===== src/hw/rtl/fhb_pkg.sv =====
// ----------------------------------------------------------------------------
// fhb_pkg: shared types, constants and functions of the bucket letter unit
// Holds the hash constants, the register map, the modulo table and the
// transfer struct between the name core and the result register.
// ----------------------------------------------------------------------------
`default_nettype none

package fhb_pkg;

  // Hash shift amounts and bucket modulus.
  localparam int unsigned DIR_X = 3;
  localparam int unsigned DIR_Y = 5;
  localparam int unsigned DIR_P = 23;

  // Character codes.
  localparam logic [6:0] DIR_A        = 7'd65;   // 'A'
  localparam logic [6:0] PLAIN_DFLT   = 7'd113;  // 'q'
  localparam logic [7:0] DOT_BYTE     = 8'd46;   // '.'
  localparam logic [7:0] END_BYTE     = 8'd0;
  localparam logic [7:0] UPPER_FIRST  = 8'd65;
  localparam logic [7:0] UPPER_LAST   = 8'd90;
  localparam logic [7:0] LOWER_FIRST  = 8'd97;
  localparam logic [7:0] LOWER_LAST   = 8'd122;
  localparam logic [7:0] CASE_OFFSET  = 8'd32;

  // Configuration port geometry and register map.
  localparam int unsigned CFG_ADDR_W = 3;
  localparam int unsigned CFG_DATA_W = 32;
  localparam logic        REG_HASH_MODE = 1'b0;  // word index, paddr[2]

  localparam int unsigned HASH_W = 32;

  // One result leaving the name core.
  typedef struct packed {
    logic       valid;
    logic [6:0] letter;
  } letter_xfer_t;

  // Residue table for 8-bit values modulo DIR_P, built by counting.
  typedef logic [4:0] mod_tab_t [256];

  function automatic mod_tab_t build_mod_tab();
    mod_tab_t    tab;
    logic [4:0]  r;
    r = '0;
    for (int i = 0; i < 256; i++) begin
      tab[i] = r;
      r = (r == 5'(DIR_P - 1)) ? 5'd0 : 5'(r + 5'd1);
    end
    return tab;
  endfunction

  localparam mod_tab_t MOD_TAB = build_mod_tab();

  // One step of the running hash.
  function automatic logic [HASH_W-1:0] hash_step(input logic [HASH_W-1:0] h,
                                                  input logic [7:0] b);
    return ((h << DIR_X) ^ (h >> DIR_Y)) ^ {24'd0, b};
  endfunction

  // Hashed letter: 256^k mod 23 is 1, 3, 9, 4, so the byte lanes fold into
  // a small sum, which two more folds bring under 256 for the table.
  function automatic logic [6:0] hash_letter(input logic [HASH_W-1:0] h);
    logic [12:0] s0;
    logic [8:0]  s1;
    logic [8:0]  s2;
    s0 = 13'(h[7:0]) + 13'(h[15:8]) * 13'd3 + 13'(h[23:16]) * 13'd9
       + 13'(h[31:24]) * 13'd4;
    s1 = 9'(s0[7:0]) + 9'(s0[12:8]) * 9'd3;
    s2 = 9'(s1[7:0]) + (s1[8] ? 9'd3 : 9'd0);
    return DIR_A + 7'(MOD_TAB[s2[7:0]]);
  endfunction

  // Plain letter: first byte lowered to a-z, else 'q'.
  function automatic logic [6:0] plain_letter(input logic [7:0] b);
    logic [6:0] res;
    if (b >= UPPER_FIRST && b <= UPPER_LAST) begin
      res = 7'(b + CASE_OFFSET);
    end else if (b >= LOWER_FIRST && b <= LOWER_LAST) begin
      res = b[6:0];
    end else begin
      res = PLAIN_DFLT;
    end
    return res;
  endfunction

endpackage

`default_nettype wire


===== src/hw/rtl/fhb_cfg.sv =====
// ----------------------------------------------------------------------------
// fhb_cfg: configuration register block
// APB-style slave holding the hash_mode register; always ready.
// ----------------------------------------------------------------------------
`default_nettype none

module fhb_cfg
  import fhb_pkg::*;
(
  input  wire logic                  clk,
  input  wire logic                  rst,
  input  wire logic                  psel,
  input  wire logic                  penable,
  input  wire logic                  pwrite,
  input  wire logic [CFG_ADDR_W-1:0] paddr,
  input  wire logic [CFG_DATA_W-1:0] pwdata,
  output logic      [CFG_DATA_W-1:0] prdata,
  output logic                       pready,
  output logic                       hash_mode
);

  logic wr_en;

  assign pready = 1'b1;
  assign wr_en  = psel && penable && pwrite;

  // Register write on the access cycle.
  always_ff @(posedge clk) begin
    if (rst) begin
      hash_mode <= 1'b1;
    end else if (wr_en && paddr[2] == REG_HASH_MODE) begin
      hash_mode <= pwdata[0];
    end
  end

  // Read decode; addresses outside the map read as zero.
  always_comb begin
    prdata = '0;
    unique case (paddr[2])
      REG_HASH_MODE: prdata = {{(CFG_DATA_W-1){1'b0}}, hash_mode};
      default:       prdata = '0;
    endcase
  end

  // The low address bits select bytes inside the word and carry no decode.
  logic unused_addr;
  assign unused_addr = ^paddr[1:0];

endmodule

`default_nettype wire


===== src/hw/rtl/fhb_core.sv =====
// ----------------------------------------------------------------------------
// fhb_core: name tracking core
// Registers each incoming byte, updates the hash and first-byte state, and
// forms the bucket letter when the closing zero byte is processed.
// ----------------------------------------------------------------------------
`default_nettype none

module fhb_core
  import fhb_pkg::*;
(
  input  wire logic       clk,
  input  wire logic       rst,
  input  wire logic       in_valid,
  output logic            in_stall,
  input  wire logic [7:0] name_byte,
  input  wire logic       hash_mode,
  input  wire logic       res_free,
  output letter_xfer_t    res
);

  logic              s1_valid;
  logic [7:0]        s1_byte;
  logic              s1_is_end;
  logic              s1_fire;
  logic              s1_load;

  logic [HASH_W-1:0] running_hash;
  logic              dot_seen;
  logic              at_name_start;
  logic [7:0]        first_byte;
  logic              dot_now;

  // A closing byte moves on only when the result register can take it.
  assign s1_is_end = (s1_byte == END_BYTE);
  assign s1_fire   = s1_valid && (!s1_is_end || res_free);
  assign s1_load   = !s1_valid || s1_fire;
  assign in_stall  = !s1_load;

  // Input register.
  always_ff @(posedge clk) begin
    if (rst) begin
      s1_valid <= 1'b0;
    end else if (s1_load) begin
      s1_valid <= in_valid;
    end
  end

  always_ff @(posedge clk) begin
    if (s1_load && in_valid) begin
      s1_byte <= name_byte;
    end
  end

  assign dot_now = dot_seen || (s1_byte == DOT_BYTE);

  // Name state: cleared by the closing byte, updated by every other byte.
  always_ff @(posedge clk) begin
    if (rst) begin
      running_hash  <= '0;
      dot_seen      <= 1'b0;
      at_name_start <= 1'b1;
      first_byte    <= '0;
    end else if (s1_fire) begin
      if (s1_is_end) begin
        running_hash  <= '0;
        dot_seen      <= 1'b0;
        at_name_start <= 1'b1;
        first_byte    <= '0;
      end else begin
        if (at_name_start) begin
          first_byte    <= s1_byte;
          at_name_start <= 1'b0;
        end
        dot_seen <= dot_now;
        if (!dot_now) begin
          running_hash <= hash_step(running_hash, s1_byte);
        end
      end
    end
  end

  // Letter for the closing byte.
  always_comb begin
    res.valid = s1_fire && s1_is_end;
    if (hash_mode) begin
      res.letter = hash_letter(running_hash);
    end else if (at_name_start) begin
      res.letter = PLAIN_DFLT;
    end else begin
      res.letter = plain_letter(first_byte);
    end
  end

endmodule

`default_nettype wire


===== src/hw/rtl/fhb_out_reg.sv =====
// ----------------------------------------------------------------------------
// fhb_out_reg: result register
// Holds one bucket letter until the downstream side takes it.
// ----------------------------------------------------------------------------
`default_nettype none

module fhb_out_reg
  import fhb_pkg::*;
(
  input  wire logic         clk,
  input  wire logic         rst,
  input  wire letter_xfer_t res,
  output logic              res_free,
  output logic              out_valid,
  input  wire logic         out_stall,
  output logic [6:0]        bucket_char
);

  // Free when empty or when the held letter leaves this cycle.
  assign res_free = !out_valid || !out_stall;

  always_ff @(posedge clk) begin
    if (rst) begin
      out_valid <= 1'b0;
    end else if (res_free) begin
      out_valid <= res.valid;
    end
  end

  always_ff @(posedge clk) begin
    if (res_free && res.valid) begin
      bucket_char <= res.letter;
    end
  end

endmodule

`default_nettype wire


===== src/hw/rtl/filename_hash_bucket_char_unit.sv =====
// ----------------------------------------------------------------------------
// filename_hash_bucket_char_unit: bucket letter for streamed file names
// Takes a file name one byte per transfer and gives one bucket letter per
// name when its closing zero byte arrives, hashed or from the first letter.
//
//   channel   direction  handshake             payload
//   in        sink       in_valid / in_stall   name_byte[7:0]
//   out       source     out_valid / out_stall bucket_char[6:0]
//   cfg       APB slave  psel/penable/pready   paddr[2:0], pwdata, prdata
//
// One byte is taken every cycle unless in_stall holds it; each byte is registered in the input register.
// A closing byte's letter is formed combinationally from the input register and
// is loaded into the result register as that byte leaves the input register.
// Reset is synchronous; it clears the name state and sets hash_mode to 1.
// A stalled result holds the result register; bytes of the next name keep
// flowing, and only a closing byte waits until the letter is taken.
// ----------------------------------------------------------------------------
`default_nettype none

module filename_hash_bucket_char_unit
  import fhb_pkg::*;
(
  input  wire logic                  clk,
  input  wire logic                  rst,
  input  wire logic                  in_valid,
  output logic                       in_stall,
  input  wire logic [7:0]            name_byte,
  output logic                       out_valid,
  input  wire logic                  out_stall,
  output logic      [6:0]            bucket_char,
  input  wire logic                  psel,
  input  wire logic                  penable,
  input  wire logic                  pwrite,
  input  wire logic [CFG_ADDR_W-1:0] paddr,
  input  wire logic [CFG_DATA_W-1:0] pwdata,
  output logic      [CFG_DATA_W-1:0] prdata,
  output logic                       pready
);

  logic         hash_mode;
  logic         res_free;
  letter_xfer_t res;

  // Configuration registers.
  fhb_cfg u_cfg (
    .clk       (clk),
    .rst       (rst),
    .psel      (psel),
    .penable   (penable),
    .pwrite    (pwrite),
    .paddr     (paddr),
    .pwdata    (pwdata),
    .prdata    (prdata),
    .pready    (pready),
    .hash_mode (hash_mode)
  );

  // Name tracking and letter forming.
  fhb_core u_core (
    .clk       (clk),
    .rst       (rst),
    .in_valid  (in_valid),
    .in_stall  (in_stall),
    .name_byte (name_byte),
    .hash_mode (hash_mode),
    .res_free  (res_free),
    .res       (res)
  );

  // Result register.
  fhb_out_reg u_out (
    .clk         (clk),
    .rst         (rst),
    .res         (res),
    .res_free    (res_free),
    .out_valid   (out_valid),
    .out_stall   (out_stall),
    .bucket_char (bucket_char)
  );

  // An empty result register never holds back input.
  a_no_stall_when_empty: assert property (@(posedge clk) disable iff (rst)
    !out_valid |-> !in_stall)
    else $error("input stalled with an empty result register");

  // A letter is only pushed when the result register can take it.
  a_push_only_when_free: assert property (@(posedge clk) disable iff (rst)
    res.valid |-> res_free)
    else $error("letter pushed into a busy result register");

  // Every delivered letter is a hashed or a plain bucket letter.
  a_letter_range: assert property (@(posedge clk) disable iff (rst)
    out_valid |-> ((bucket_char >= DIR_A && bucket_char <= 7'(DIR_A + 7'(DIR_P - 1)))
                || (bucket_char >= 7'd97 && bucket_char <= 7'd122)))
    else $error("bucket letter out of range");

endmodule

`default_nettype wire

===== config.mk =====
export PLATFORM = sky130hd
export DESIGN_NAME = filename_hash_bucket_char_unit
export DESIGN_NICKNAME = d
export VERILOG_FILES = /design/src/hw/rtl/fhb_pkg.sv /design/src/hw/rtl/fhb_cfg.sv /design/src/hw/rtl/fhb_core.sv /design/src/hw/rtl/fhb_out_reg.sv /design/src/hw/rtl/filename_hash_bucket_char_unit.sv
export SDC_FILE = /design/constraint.sdc
export NUM_CORES = 1
export LEC_CHECK = 0
export BUFFER_PORTS_ARGS = -buffer_cell sky130_fd_sc_hd__buf_4
export CAP_MARGIN = 10
export CELL_PAD_IN_SITES_DETAIL_PLACEMENT = 2
export CELL_PAD_IN_SITES_GLOBAL_PLACEMENT = 2
export CORE_MARGIN = 5
export CORE_UTILIZATION = 32
export CTS_CLUSTER_SIZE = 28
export DETAILED_ROUTE_END_ITERATION = 12
export HOLD_SLACK_MARGIN = 0.02
export PLACE_DENSITY = 0.76
export SLEW_MARGIN = 10
export SYNTH_ARGS = -nofsm -noshare
export SYNTH_HDL_FRONTEND = slang
export SYNTH_SLANG_ARGS = --single-unit
export TNS_END_PERCENT = 10

===== constraint.sdc =====
create_clock -name clk -period 9.05 [get_ports clk]
set_input_delay 0.905 -clock clk [delete_from_list [all_inputs] [get_ports clk]]
set_output_delay 0.905 -clock clk [all_outputs]
set_load 0.01 [all_outputs]

# Yosys cells after proc, flatten, opt, wreduce, memory -nomap -nowiden
# Memory sizes are Yosys's and may differ from the RTL's.
# Index checks and enable logic that the tools add are counted.
totals:
  register_bits: 60
  rom_bits: 1280
  input_bits: 50
  output_inout_bits: 42
  wordCells: 67
  n_memories: 1
mem_list:
  columns: ["memory", "words", "width", "read_ports", "rd_ports_with_merged_regs", "wr", "line_no", "text"]
  rows:
  - ["(name not given)", 256, 5, 1, 0, 0, "fhb_pkg.sv:71", "return DIR_A + 7'(MOD_TAB[s2[7:0]]);"]
classes:
  addsub: 7
  mul: 3
  order_cmp: 5
  eq_ne: 2
  n_mux: 14
  bitwise: 4
  n_reduce_logical: 22
ops:
  columns: ["cell", "count"]
  rows:
  - ["32-bit 2-to-1 mux", 2]
  - ["32-bit by 27-bit bitwise XOR with 32-bit output", 1]
  - ["32-bit by 8-bit bitwise XOR with 32-bit output", 1]
  - ["7-bit 2-to-1 mux", 4]
  - ["8-bit by 7-bit greater-or-equal comparator with 1-bit output (second input constant)", 2]
  - ["8-bit by 7-bit less-or-equal comparator with 1-bit output (second input constant)", 2]
  - ["8-bit 2-to-1 mux", 2]
  - ["13-bit by 10-bit adder with 13-bit output", 1]
  - ["13-bit by 12-bit adder with 13-bit output", 1]
  - ["8-bit by 4-bit multiplier with 12-bit output (second input constant)", 1]
  - ["8-bit by 10-bit adder with 11-bit output", 1]
  - ["8-bit by 2-bit multiplier with 10-bit output (second input constant)", 1]
  - ["5-bit 2-to-1 mux", 2]
  - ["8-bit by 7-bit adder with 9-bit output", 1]
  - ["9-bit greater-or-equal comparator (second input constant)", 1]
  - ["1-bit logical AND", 9]
  - ["8-bit NOT with 9-bit output", 1]
  - ["8-bit adder", 1]
  - ["8-bit by 6-bit equality test with 1-bit output (second input constant)", 1]
  - ["8-bit zero test", 1]
  - ["7-bit by 5-bit adder with 7-bit output (first input constant)", 1]
  - ["7-bit by 6-bit adder with 7-bit output (second input constant)", 1]
  - ["5-bit by 2-bit multiplier with 7-bit output (second input constant)", 1]
  - ["1-bit zero test", 5]
  - ["other kinds (7)", 13]

# Depth between registers and ports, before layout
# Gate-level depths: netlist of the first run.
depth:
  word_depth: 14
  mapped_depth: 48
  mapped_depth_nobuf: 48

# Hierarchy
# Synthesis of the first run repeated with hierarchy kept, for this count alone.
hier_totals:
  hier_cells: 760
  hier_area_um2: 6367.4
modules_own_cells:
  columns: ["module", "instances", "cells_per_inst", "area_each_um2", "seq_area_each_um2"]
  rows:
  - ["fhb_core", 1, 708, 5803.1, 1101.1]
  - ["fhb_cfg", 1, 40, 315.3, 20.0]
  - ["fhb_out_reg", 1, 12, 249.0, 230.2]

# Least setup slack after synthesis of the first run
# Ideal clock, no wire load.
synth_path:
  kind: "flip-flop to flip-flop"
  startpoint: "register u_core.running_hash[9]"
  endpoint: "register u_out.bucket_char[3], data pin"
  setup_ns: 0.257
  t_arrival_ns: 9.334
  t_required_ns: 8.793
  setup_slack_ns: -0.541
  stages_incl_launch_ff: 48
  path_buffers: 2
  period_less_slack_ns: 9.591
  path_cell_list: "dfxtp_1 inv_1 fa_1 inv_1 ha_1 inv_1 fa_1 inv_1 a21oi_1 o21ai_0 a21oi_1 nor2_1 nor2_1 xnor2_1 fa_1 ha_1 inv_1 fa_1 (+12 left out) ha_1 o21ai_0 o21ai_0 a21oi_1 nor2b_1 ha_1 fa_1 xnor2_1 clkbuf_1 buf_1 inv_1 ha_1 o311ai_0 o211ai_1 o211ai_1 a31oi_2 a31o_1 a32o_1"
synth_rtl:
  columns: ["item", "line_no", "text"]
  rows:
  - ["start, declared", "fhb_core.sv:27", "logic [HASH_W-1:0] running_hash;"]
  - ["start signal, assigned", "fhb_core.sv:76", "running_hash <= hash_step(running_hash, s1_byte);"]
  - ["end signal, assigned", "fhb_out_reg.sv:32", "bucket_char <= res.letter;"]
  - ["end, declared", "fhb_out_reg.sv:16", "output logic [6:0] bucket_char"]

==> results of run 1 <==
==> worst max-delay path by stage <==
stage | end | slack, ps | cells after the start
finish | u_out.bucket_char[4]$_DFFE_PP_ | -980 | 42
global route | u_out.bucket_char[4]$_DFFE_PP_ | -1160 | 45
CTS | u_out.bucket_char[3]$_DFFE_PP_ | -370 | 47
detailed placement | u_out.bucket_char[4]$_DFFE_PP_ | -1020 | 46
global placement | u_out.bucket_char[3]$_DFFE_PP_ | -420 | 43
floorplan | u_out.bucket_char[2]$_DFFE_PP_ | -10 | 46
==> cells in the final DEF (no fill, tap or decap), types with 10 or more instances in the layout <==
cell type	n
a211oi_1	10
a21oi_1	30
a21oi_2	10
buf_4	189
buf_6	13
conb_1	32
dfxtp_1	42
edfxtp_1	15
fa_1	22
ha_1	32
ha_4	16
inv_1	58
inv_2	11
mux2i_1	12
nand2_1	65
nand3_1	23
nor2_1	34
nor3_1	11
o21ai_0	41
o21ai_1	11
xnor2_1	34
==> flip-flops by register name, indices dropped and copies added (netlist names) <==
| register | cells |
|---|---|
| u_core.running_hash | 32 |
| u_core.first_byte | 8 |
| u_core.s1_byte | 8 |
| u_out.bucket_char | 7 |
| u_cfg.hash_mode | 1 |
| u_core.at_name_start | 1 |
| u_core.dot_seen | 1 |
| u_core.s1_valid | 1 |
| u_out.out_valid | 1 |
==> stage by stage <==
step / setup WS, ps / setup TNS (ps) / hold slack, ps
2_1_floorplan: -10.9 / -10.9 / 425
3_3_place_gp: -423 / -2110 / 439
3_5_place_dp: -1020 / -5490 / 473
4_1_cts: -368 / -1680 / 489
5_1_grt: -1160 / -5860 / 526
6_report: -979 / -4790 / 488
==> critical path, delay by kind of cell (launching register included) <==
family	cells	cell delay, ps
compound gates	11	2160
xor+xnor	2	790
fa+ha+maj	11	3870
buf+inv	9	1110
flops	1	350
mux	1	200
simple gates	8	1290
==> what timing repair did <==
action / CTS / global route
pin swaps: 59 / 28
gates resized for setup: 113 / 24
buffers inserted: 20 / 7
endpoints found under the setup margin: 6 / 6
hold buffers: 0 / 0
==> logic make-up after synthesis <==
group	share of synthesized area, %
DFF	22.0
other	0.122
xor gates and xnor gates	8.83
and+or+nand+nor	14.3
buffers and inverters	10.7
AOI/OAI and AO/OA	22.0
adders and majority gates	19.9
muxes	2.14
==> report_power, final <==
group	total (uW)	leakage, uW	internal (uW)	switching (uW)
clock	434	0.000176	285	149
combinational	436	0.00318	183	253
sequential	299	0.000505	285	14.0
==> per-layer routing <==
layer	global-route usage (%)	vias to the layer above	share of wire (%)
li1	-	2894	-
met1	32.3	3575	37
met2	54.2	348	52
met3	5.36	148	4.6
met4	12.4	0	5.7
met5	0	-	0
==> final cells by class <==
type | instances | area share [%]
clock inverter | 5 | 1.24
tap | 234 | 3.37
inverter | 72 | 3.17
sequential | 60 | 15.6
timing repair buffer | 203 | 18.3
clock buffer | 11 | 2.91
multi-input combinational | 569 | 55.4
==> results.json, run 1 <==
{
  "area_growth_pct": 41.5,
  "setup_ws_ps": -979,
  "crit_fanout": 5,
  "hold_path_class": "flop to flop",
  "dp_cells": 1111,
  "hold_viol_final": 0,
  "cts_made_buffers": 9,
  "critPathCaptureType": "flop",
  "antenna_left": 0,
  "violations": "negative setup slack",
  "power.leakage_uw": 0.00386,
  "synthArstFlopShare_pct": 0,
  "r2r.worst_path.cells": 42,
  "ioPinCount": 92,
  "startpoint": "u_core.running_hash[8]$_SDFFE_PP0P_",
  "synth_area_leaders": "dfxtp_1 15%, ha_1 11%, fa_1 9.1%",
  "max_stage_delay_ps": 660,
  "die_w_um": 148,
  "yosys-top-cells-count": "71 x inv_1, 66 x nand2_1, 58 x o21ai_0, 53 x ha_1, 45 x dfxtp_1",
  "r2r_start": "u_core.running_hash[8]$_SDFFE_PP0P_",
  "cpMaxStageDelayCell": "xnor2_1",
  "holdPathEnd": "u_core.running_hash[1]$_SDFFE_PP0P_",
  "die-area_mm2": 0.0220,
  "first_pass_iters": 6,
  "route.detailed.drc": 0,
  "synth.yosys.warnings": 0,
  "hpwlAfterDp_um": 18800,
  "ys_seq_area_share_pct": 22.0,
  "synthCells": 738,
  "initial_core_util_pct": 32.7,
  "reg2reg_slack_ps": -980,
  "syn_area_mm2": 0.00614,
  "num_vias": 6965,
  "nets": 1046,
  "fp.dieH_um": 148,
  "fin_total_pwr_uw": 1170,
  "grt_max_degree": 28,
  "wl_per_cell_um": 29.9,
  "synthDominantCellAreaShare_pct": 14.7,
  "core_mm2": 0.0188,
  "yosysMostFrequentCell": "inv_1",
  "status": "finished, violations left",
  "p_per_area_mw_per_mm2": 135,
  "tightest_slew_ps": 1190,
  "avgSynthCellArea_um2": 8.31,
  "grtUsageTotal_pct": 29.2,
  "clock-sinks": 60,
  "layout-drive-gt1-share_pct": 36.6,
  "clock-root-buffer": "clkbuf_16",
  "fin_area_mm2": 0.00868,
  "startpoint_type": "flop",
  "synth_edf_count": 15,
  "htree_levels": 3,
  "stdcell_count": 1154,
  "multi_input_area_mm2": 0.00481,
  "cp.required_ps": 9190,
  "r2r-end": "u_out.bucket_char[4]$_DFFE_PP_",
  "grt_pass1_wl_um": 48900,
  "path_clk_slew_ps": 60,
  "yosys.area.top_type": "dfxtp_1",
  "fp-row-count": 50,
  "fmax_mhz": 99.7,
  "drtIter0Drc": 394,
  "antenna_found_initial": 0,
  "final_max_slew_viol_count": 0,
  "n_antenna_cell": 0,
  "rsz0062_at_grt": "true",
  "clk_path_buf_depth": 2,
  "grt_pass1_vias": 7769,
  "fill_cells": 2011,
  "yosys_register_bits": 60,
  "critPathKind": "flop to flop",
  "cts_tree": "yes",
  "whs_path_depth": 2,
  "cp_common_cell": "buf_4",
  "hp-start": "u_core.running_hash[1]$_SDFFE_PP0P_",
  "port_buffers": 26,
  "max_cap_violations": 0,
  "ys.flop_type": "dfxtp_1",
  "post_dp_cell_area_mm2": 0.00753,
  "final.period_utilization_pct": 111,
  "seq_area_mm2": 0.00136,
  "fin_crit_ps": 10030,
  "slew_headroom_pct": 19.3,
  "wirelength_um": 34500,
  "clock_latency_ps": 350,
  "final.setup_skew_ps": 9.93,
  "ir_worst_vdd_mv": 0.0903,
  "ys_types": 78,
  "cp.arrival_ps": 10170,
  "gp_congestion": 0.885,
  "setup_viol": 6,
  "vias_per_cell": 6.04,
  "final_util_pct": 46.3,
  "grt_overflow": 0
}
Note: power is estimated with default switching activity, not from simulation.
==> inputs of run 2 (changes only) <==
- CORE_UTILIZATION: 32 -> 25
- PLACE_DENSITY: 0.76 -> 0.61
==> results.json, run 2 (synthesis results as in run 1) <==
{
  "hold_viol_final": 0,
  "grt_pass1_vias": 6917,
  "ctsHoldBuffers": 0,
  "grt_max_degree": 28,
  "largest_reg_flops": 32,
  "critPathKind": "flop to flop",
  "crit_fanout": 11,
  "setup_viol": 5,
  "cp_num_buf_inv": 11,
  "nets": 1054,
  "cp.arrival_ps": 9410,
  "ioPinCount": 92,
  "p_per_area_mw_per_mm2": 115,
  "htree_levels": 3,
  "fmax_mhz": 107,
  "grtUsageTotal_pct": 16.2,
  "clk_path_buf_depth": 2,
  "reg_top3": "u_core.running_hash x32, u_core.first_byte x8, u_core.s1_byte x8",
  "clockPowerShare_pct": 32.2,
  "path_clk_slew_ps": 50,
  "hold_path_class": "flop to flop",
  "gp_congestion": 0.854,
  "final.period_utilization_pct": 104,
  "max_cap_violations": 0,
  "fin_total_pwr_uw": 1030,
  "ir_worst_vdd_mv": 0.0641,
  "cts_tree": "yes",
  "setup_ws_ps": -331,
  "vias_per_cell": 4.83,
  "die-area_mm2": 0.0278,
  "startpoint_type": "flop",
  "p_switching_uw": 345,
  "drtIter0Drc": 248,
  "pre_cts_slack_ps": -1060,
  "final_max_slew_viol_count": 0,
  "route.detailed.drc": 0,
  "fp-row-count": 57,
  "area_growth_pct": 45.8,
  "tightest_slew_ps": 1010,
  "mostFrequentLayoutCells": "192 x buf_4, 62 x nand2_1, 59 x inv_1, 42 x dfxtp_1, 39 x o21ai_0",
  "num_vias": 6049,
  "clock_latency_ps": 330,
  "clock-root-buffer": "clkbuf_16",
  "antenna_left": 0,
  "comb_power_share_pct": 39.0,
  "whs_ps": 464,
  "crit_family": "adder cells",
  "max_stage_delay_ps": 550,
  "grt_pass1_wl_um": 37100,
  "initial_core_util_pct": 25.3,
  "violations": "negative setup slack",
  "core_mm2": 0.0242,
  "port_buffers": 26,
  "cp.required_ps": 9080,
  "die_w_um": 167,
  "grt_overflow": 0,
  "p_int_uw": 683,
  "final.setup_skew_ps": 8.38,
  "largest_register": "u_core.running_hash",
  "layout-drive-gt1-share_pct": 38.0,
  "cpMaxStageDelayCell": "fa_1",
  "power.leakage_uw": 0.00390,
  "first_pass_iters": 4,
  "n_antenna_cell": 0,
  "wirelength_um": 23700,
  "seq_power_share_pct": 28.8,
  "antenna_found_initial": 0,
  "fin_crit_ps": 9380,
  "final_common_cell": "buf_4",
  "cts_made_buffers": 9,
  "wl_per_cell_um": 19.0,
  "hpwlAfterDp_um": 17500,
  "status": "finished, violations left",
  "critPathCaptureType": "flop",
  "fp.dieH_um": 167,
  "switching_share_pct": 33.6,
  "rsz0062_at_grt": "true",
  "slew_headroom_pct": 31.8,
  "clock-sinks": 60
}
==> run 2: metal layers <==
layer,vias up,GRT usage [%],part of all wire [%],wire length (um)
li1,2899,-,-,-
met1,3054,20.4,44,10400
met2,71,30.2,54,12700
met3,25,2.18,1.8,435
met4,0,2.24,0.97,231
met5,-,0,0,0
==> run 2: power groups by stage <==
stage / Combinational [uW] / Clock, uW / Sequential [uW]
after floorplan: 196 / 0 / 298
after global placement: 307 / 0 / 301
after detailed placement: 320 / 0 / 302
after CTS: 368 / 339 / 296
after global routing: 433 / 352 / 297
final: 401 / 331 / 296
==> run 2: final timing paths <==
check	from	endpoint	slack [ps]	cells after the start
setup / recovery	u_core.running_hash[9]$_SDFFE_PP0P_	u_out.bucket_char[4]$_DFFE_PP_	-330	44
hold / removal	u_core.dot_seen$_SDFFE_PP0P_	u_core.dot_seen$_SDFFE_PP0P_	460	2
setup reg to reg	u_core.running_hash[9]$_SDFFE_PP0P_	u_out.bucket_char[4]$_DFFE_PP_	-330	44
hold reg to reg	u_core.dot_seen$_SDFFE_PP0P_	u_core.dot_seen$_SDFFE_PP0P_	460	2
==> run 2: repair_timing <==
action | 4_1_cts | 5_1_grt
hold endpoints to repair | 0 | 0
endpoints found under the setup margin | 6 | 6
gates resized for setup | 96 | 64
setup buffers | 18 | 17
pin swaps | 60 | 61
==> run 2: worst min-delay path, stage by stage (launching register included) <==
cell      delay (ps)
dfxtp_1          310
inv_1             50
a211oi_1          50
==> run 2: cell type report <==
type,count,area (um2)
fillers,2695,15300
clock inverters,5,52.6
flip-flops and latches,60,1360
well taps,324,405
repair buffers,211,1690
inverters,72,273
multi-input cells,569,4940
clock buffers,11,233
==> run 2: per-stage QoR <==
step / instances / setup TNS (ps) / area (um2) / utilization [%]
finish: 1252 / -1420 / 8950 / 36.9
global route: 1252 / -3950 / 8950 / 36.9
CTS: 1236 / -1130 / 8540 / 35.2
detailed placement: 1202 / -5740 / 7680 / 31.7
global placement: 1202 / -3250 / 7680 / 31.7
floorplan: 768 / -10.9 / 6300 / -
==> inputs of run 3 (changes only) <==
--- a/config.mk
+++ b/config.mk
@@ -16,3 +16,3 @@
 export HOLD_SLACK_MARGIN = 0.02
-export PLACE_DENSITY = 0.61
+export PLACE_DENSITY_LB_ADDON = 0.1
 export SLEW_MARGIN = 10
--- a/constraint.sdc
+++ b/constraint.sdc
@@ -3,2 +3,2 @@
 set_output_delay 0.905 -clock clk [all_outputs]
-set_load 0.01 [all_outputs]
+set_load 0.05 [all_outputs]
==> results.json, run 3 (synthesis results as in run 1) <==
{
  "fp-row-count": 57,
  "port_buffers": 26,
  "grtUsageTotal_pct": 16.1,
  "clock-sinks": 60,
  "final.setup_skew_ps": 9.67,
  "antenna_found_initial": 0,
  "grt-busiest-layer": "met2",
  "mostFrequentLayoutCells": "183 x buf_4, 65 x nand2_1, 58 x inv_1, 43 x o21ai_0, 42 x dfxtp_1",
  "startpoint_type": "flop",
  "critPathKind": "flop to flop",
  "clk_path_buf_depth": 2,
  "initial_core_util_pct": 25.3,
  "violations": "negative setup slack",
  "wirelength_um": 22400,
  "grt_use_met1_pct": 21.0,
  "setup_viol": 4,
  "drtIter0Drc": 221,
  "gp_congestion": 0.825,
  "met3_usage_pct": 2.39,
  "n_antenna_cell": 0,
  "cp.required_ps": 9140,
  "hold_viol_final": 0,
  "post_dp_cell_area_mm2": 0.00771,
  "largest_reg_flops": 32,
  "grt_overflow": 0,
  "crit_fanout": 13,
  "grt_pass1_wl_um": 36600,
  "clock_latency_ps": 330,
  "critPathCaptureType": "flop",
  "ir_worst_vdd_mv": 0.0727,
  "cts_made_buffers": 9,
  "wl_per_cell_um": 18.1,
  "max_stage_delay_ps": 550,
  "use_met2_pct": 28.6,
  "fin_crit_ps": 9170,
  "tightest_slew_ps": 1060,
  "route.detailed.drc": 0,
  "max_cap_violations": 0,
  "final.period_utilization_pct": 101,
  "slew_headroom_pct": 29.6,
  "num_vias": 5961,
  "htree_levels": 3,
  "ioPinCount": 92,
  "status": "finished, violations left",
  "grt_max_degree": 28,
  "fin_area_mm2": 0.00857,
  "hold_path_class": "flop to flop",
  "ctsHoldBuffers": 0,
  "clock-root-buffer": "clkbuf_16",
  "cpMaxStageDelayCell": "fa_1",
  "antenna_left": 0,
  "setup_ws_ps": -118,
  "p_per_area_mw_per_mm2": 120,
  "vias_per_cell": 4.82,
  "rsz0062_at_grt": "true",
  "core_mm2": 0.0242,
  "fin_total_pwr_uw": 1030,
  "nets": 1039,
  "fp.dieH_um": 167,
  "die-area_mm2": 0.0278,
  "final_max_slew_viol_count": 0,
  "fmax_mhz": 109,
  "path_clk_slew_ps": 60,
  "final_common_cell": "buf_4",
  "cts_tree": "yes",
  "cp.arrival_ps": 9250,
  "grt_pass1_vias": 6878,
  "layout-drive-gt1-share_pct": 34.1,
  "hpwlAfterDp_um": 17600,
  "largest_register": "u_core.running_hash",
  "first_pass_iters": 4,
  "die_w_um": 167,
  "power.leakage_uw": 0.00379,
  "reg_top3": "u_core.running_hash x32, u_core.first_byte x8, u_core.s1_byte x8",
  "area_growth_pct": 39.7,
  "cp_common_cell": "inv_2"
}
-- run 3: final cells by class --
| class | count | area (um2) |
|---|---|---|
| clock buffers | 11 | 233 |
| clock inverters | 5 | 52.6 |
| fillers | 2741 | 15700 |
| inverters | 72 | 275 |
| multi-input cells | 569 | 4700 |
| flip-flops and latches | 60 | 1360 |
| well taps | 324 | 405 |
| repair buffers | 196 | 1550 |
-- run 3: where the power goes --
group	switching (uW)	internal, uW
clock network	123	212
logic	221	174
registers	10.5	285
-- run 3: path summary, 6_finish.rpt --
kind	from	to	slack (ps)	depth (start not counted)
hold / removal	u_core.dot_seen$_SDFFE_PP0P_	u_core.dot_seen$_SDFFE_PP0P_	470	2
hold reg to reg	u_core.dot_seen$_SDFFE_PP0P_	u_core.dot_seen$_SDFFE_PP0P_	470	2
setup / recovery	u_core.running_hash[1]$_SDFFE_PP0P_	u_out.bucket_char[3]$_DFFE_PP_	-120	43
setup reg to reg	u_core.running_hash[1]$_SDFFE_PP0P_	u_out.bucket_char[3]$_DFFE_PP_	-120	43
-- run 3: worst max-delay path, delay by kind of cell (launching register included) --
kind                     cells  cell delay [ps]
XOR/XNOR                     3              580
AO/OA/AOI/OAI               17             2970
buffers and inverters       10              880
flip-flops                   1              340
adder cells (fa/ha/maj)     12             4080
AND/OR/NAND/NOR              1               70
-- run 3: through the flow --
step | cells | TNS (ps) | hold slack (ps) | setup WS, ps | util [%]
4_1_cts | 1232 | -1670 | 480 | -354 | 34.6
2_1_floorplan | 768 | -10.9 | 425 | -10.9 | -
3_3_place_gp | 1208 | -3740 | 440 | -733 | 31.8
5_1_grt | 1237 | -3580 | 504 | -673 | 35.4
6_report | 1237 | -374 | 472 | -118 | 35.4
3_5_place_dp | 1208 | -5080 | 471 | -930 | 31.8
-- run 3: per-layer routing --
metal / vias up / routed length (um)
met3: 14 / 511
met1: 2986 / 10300
met5: - / 0
met2: 92 / 11300
met4: 0 / 230
li1: 2869 / -
-- run 3: what timing repair did --
action,4_1_cts,5_1_grt
setup buffers,8,5
endpoints found under the setup margin,6,6
pin swaps,44,46
gates resized for setup,81,38
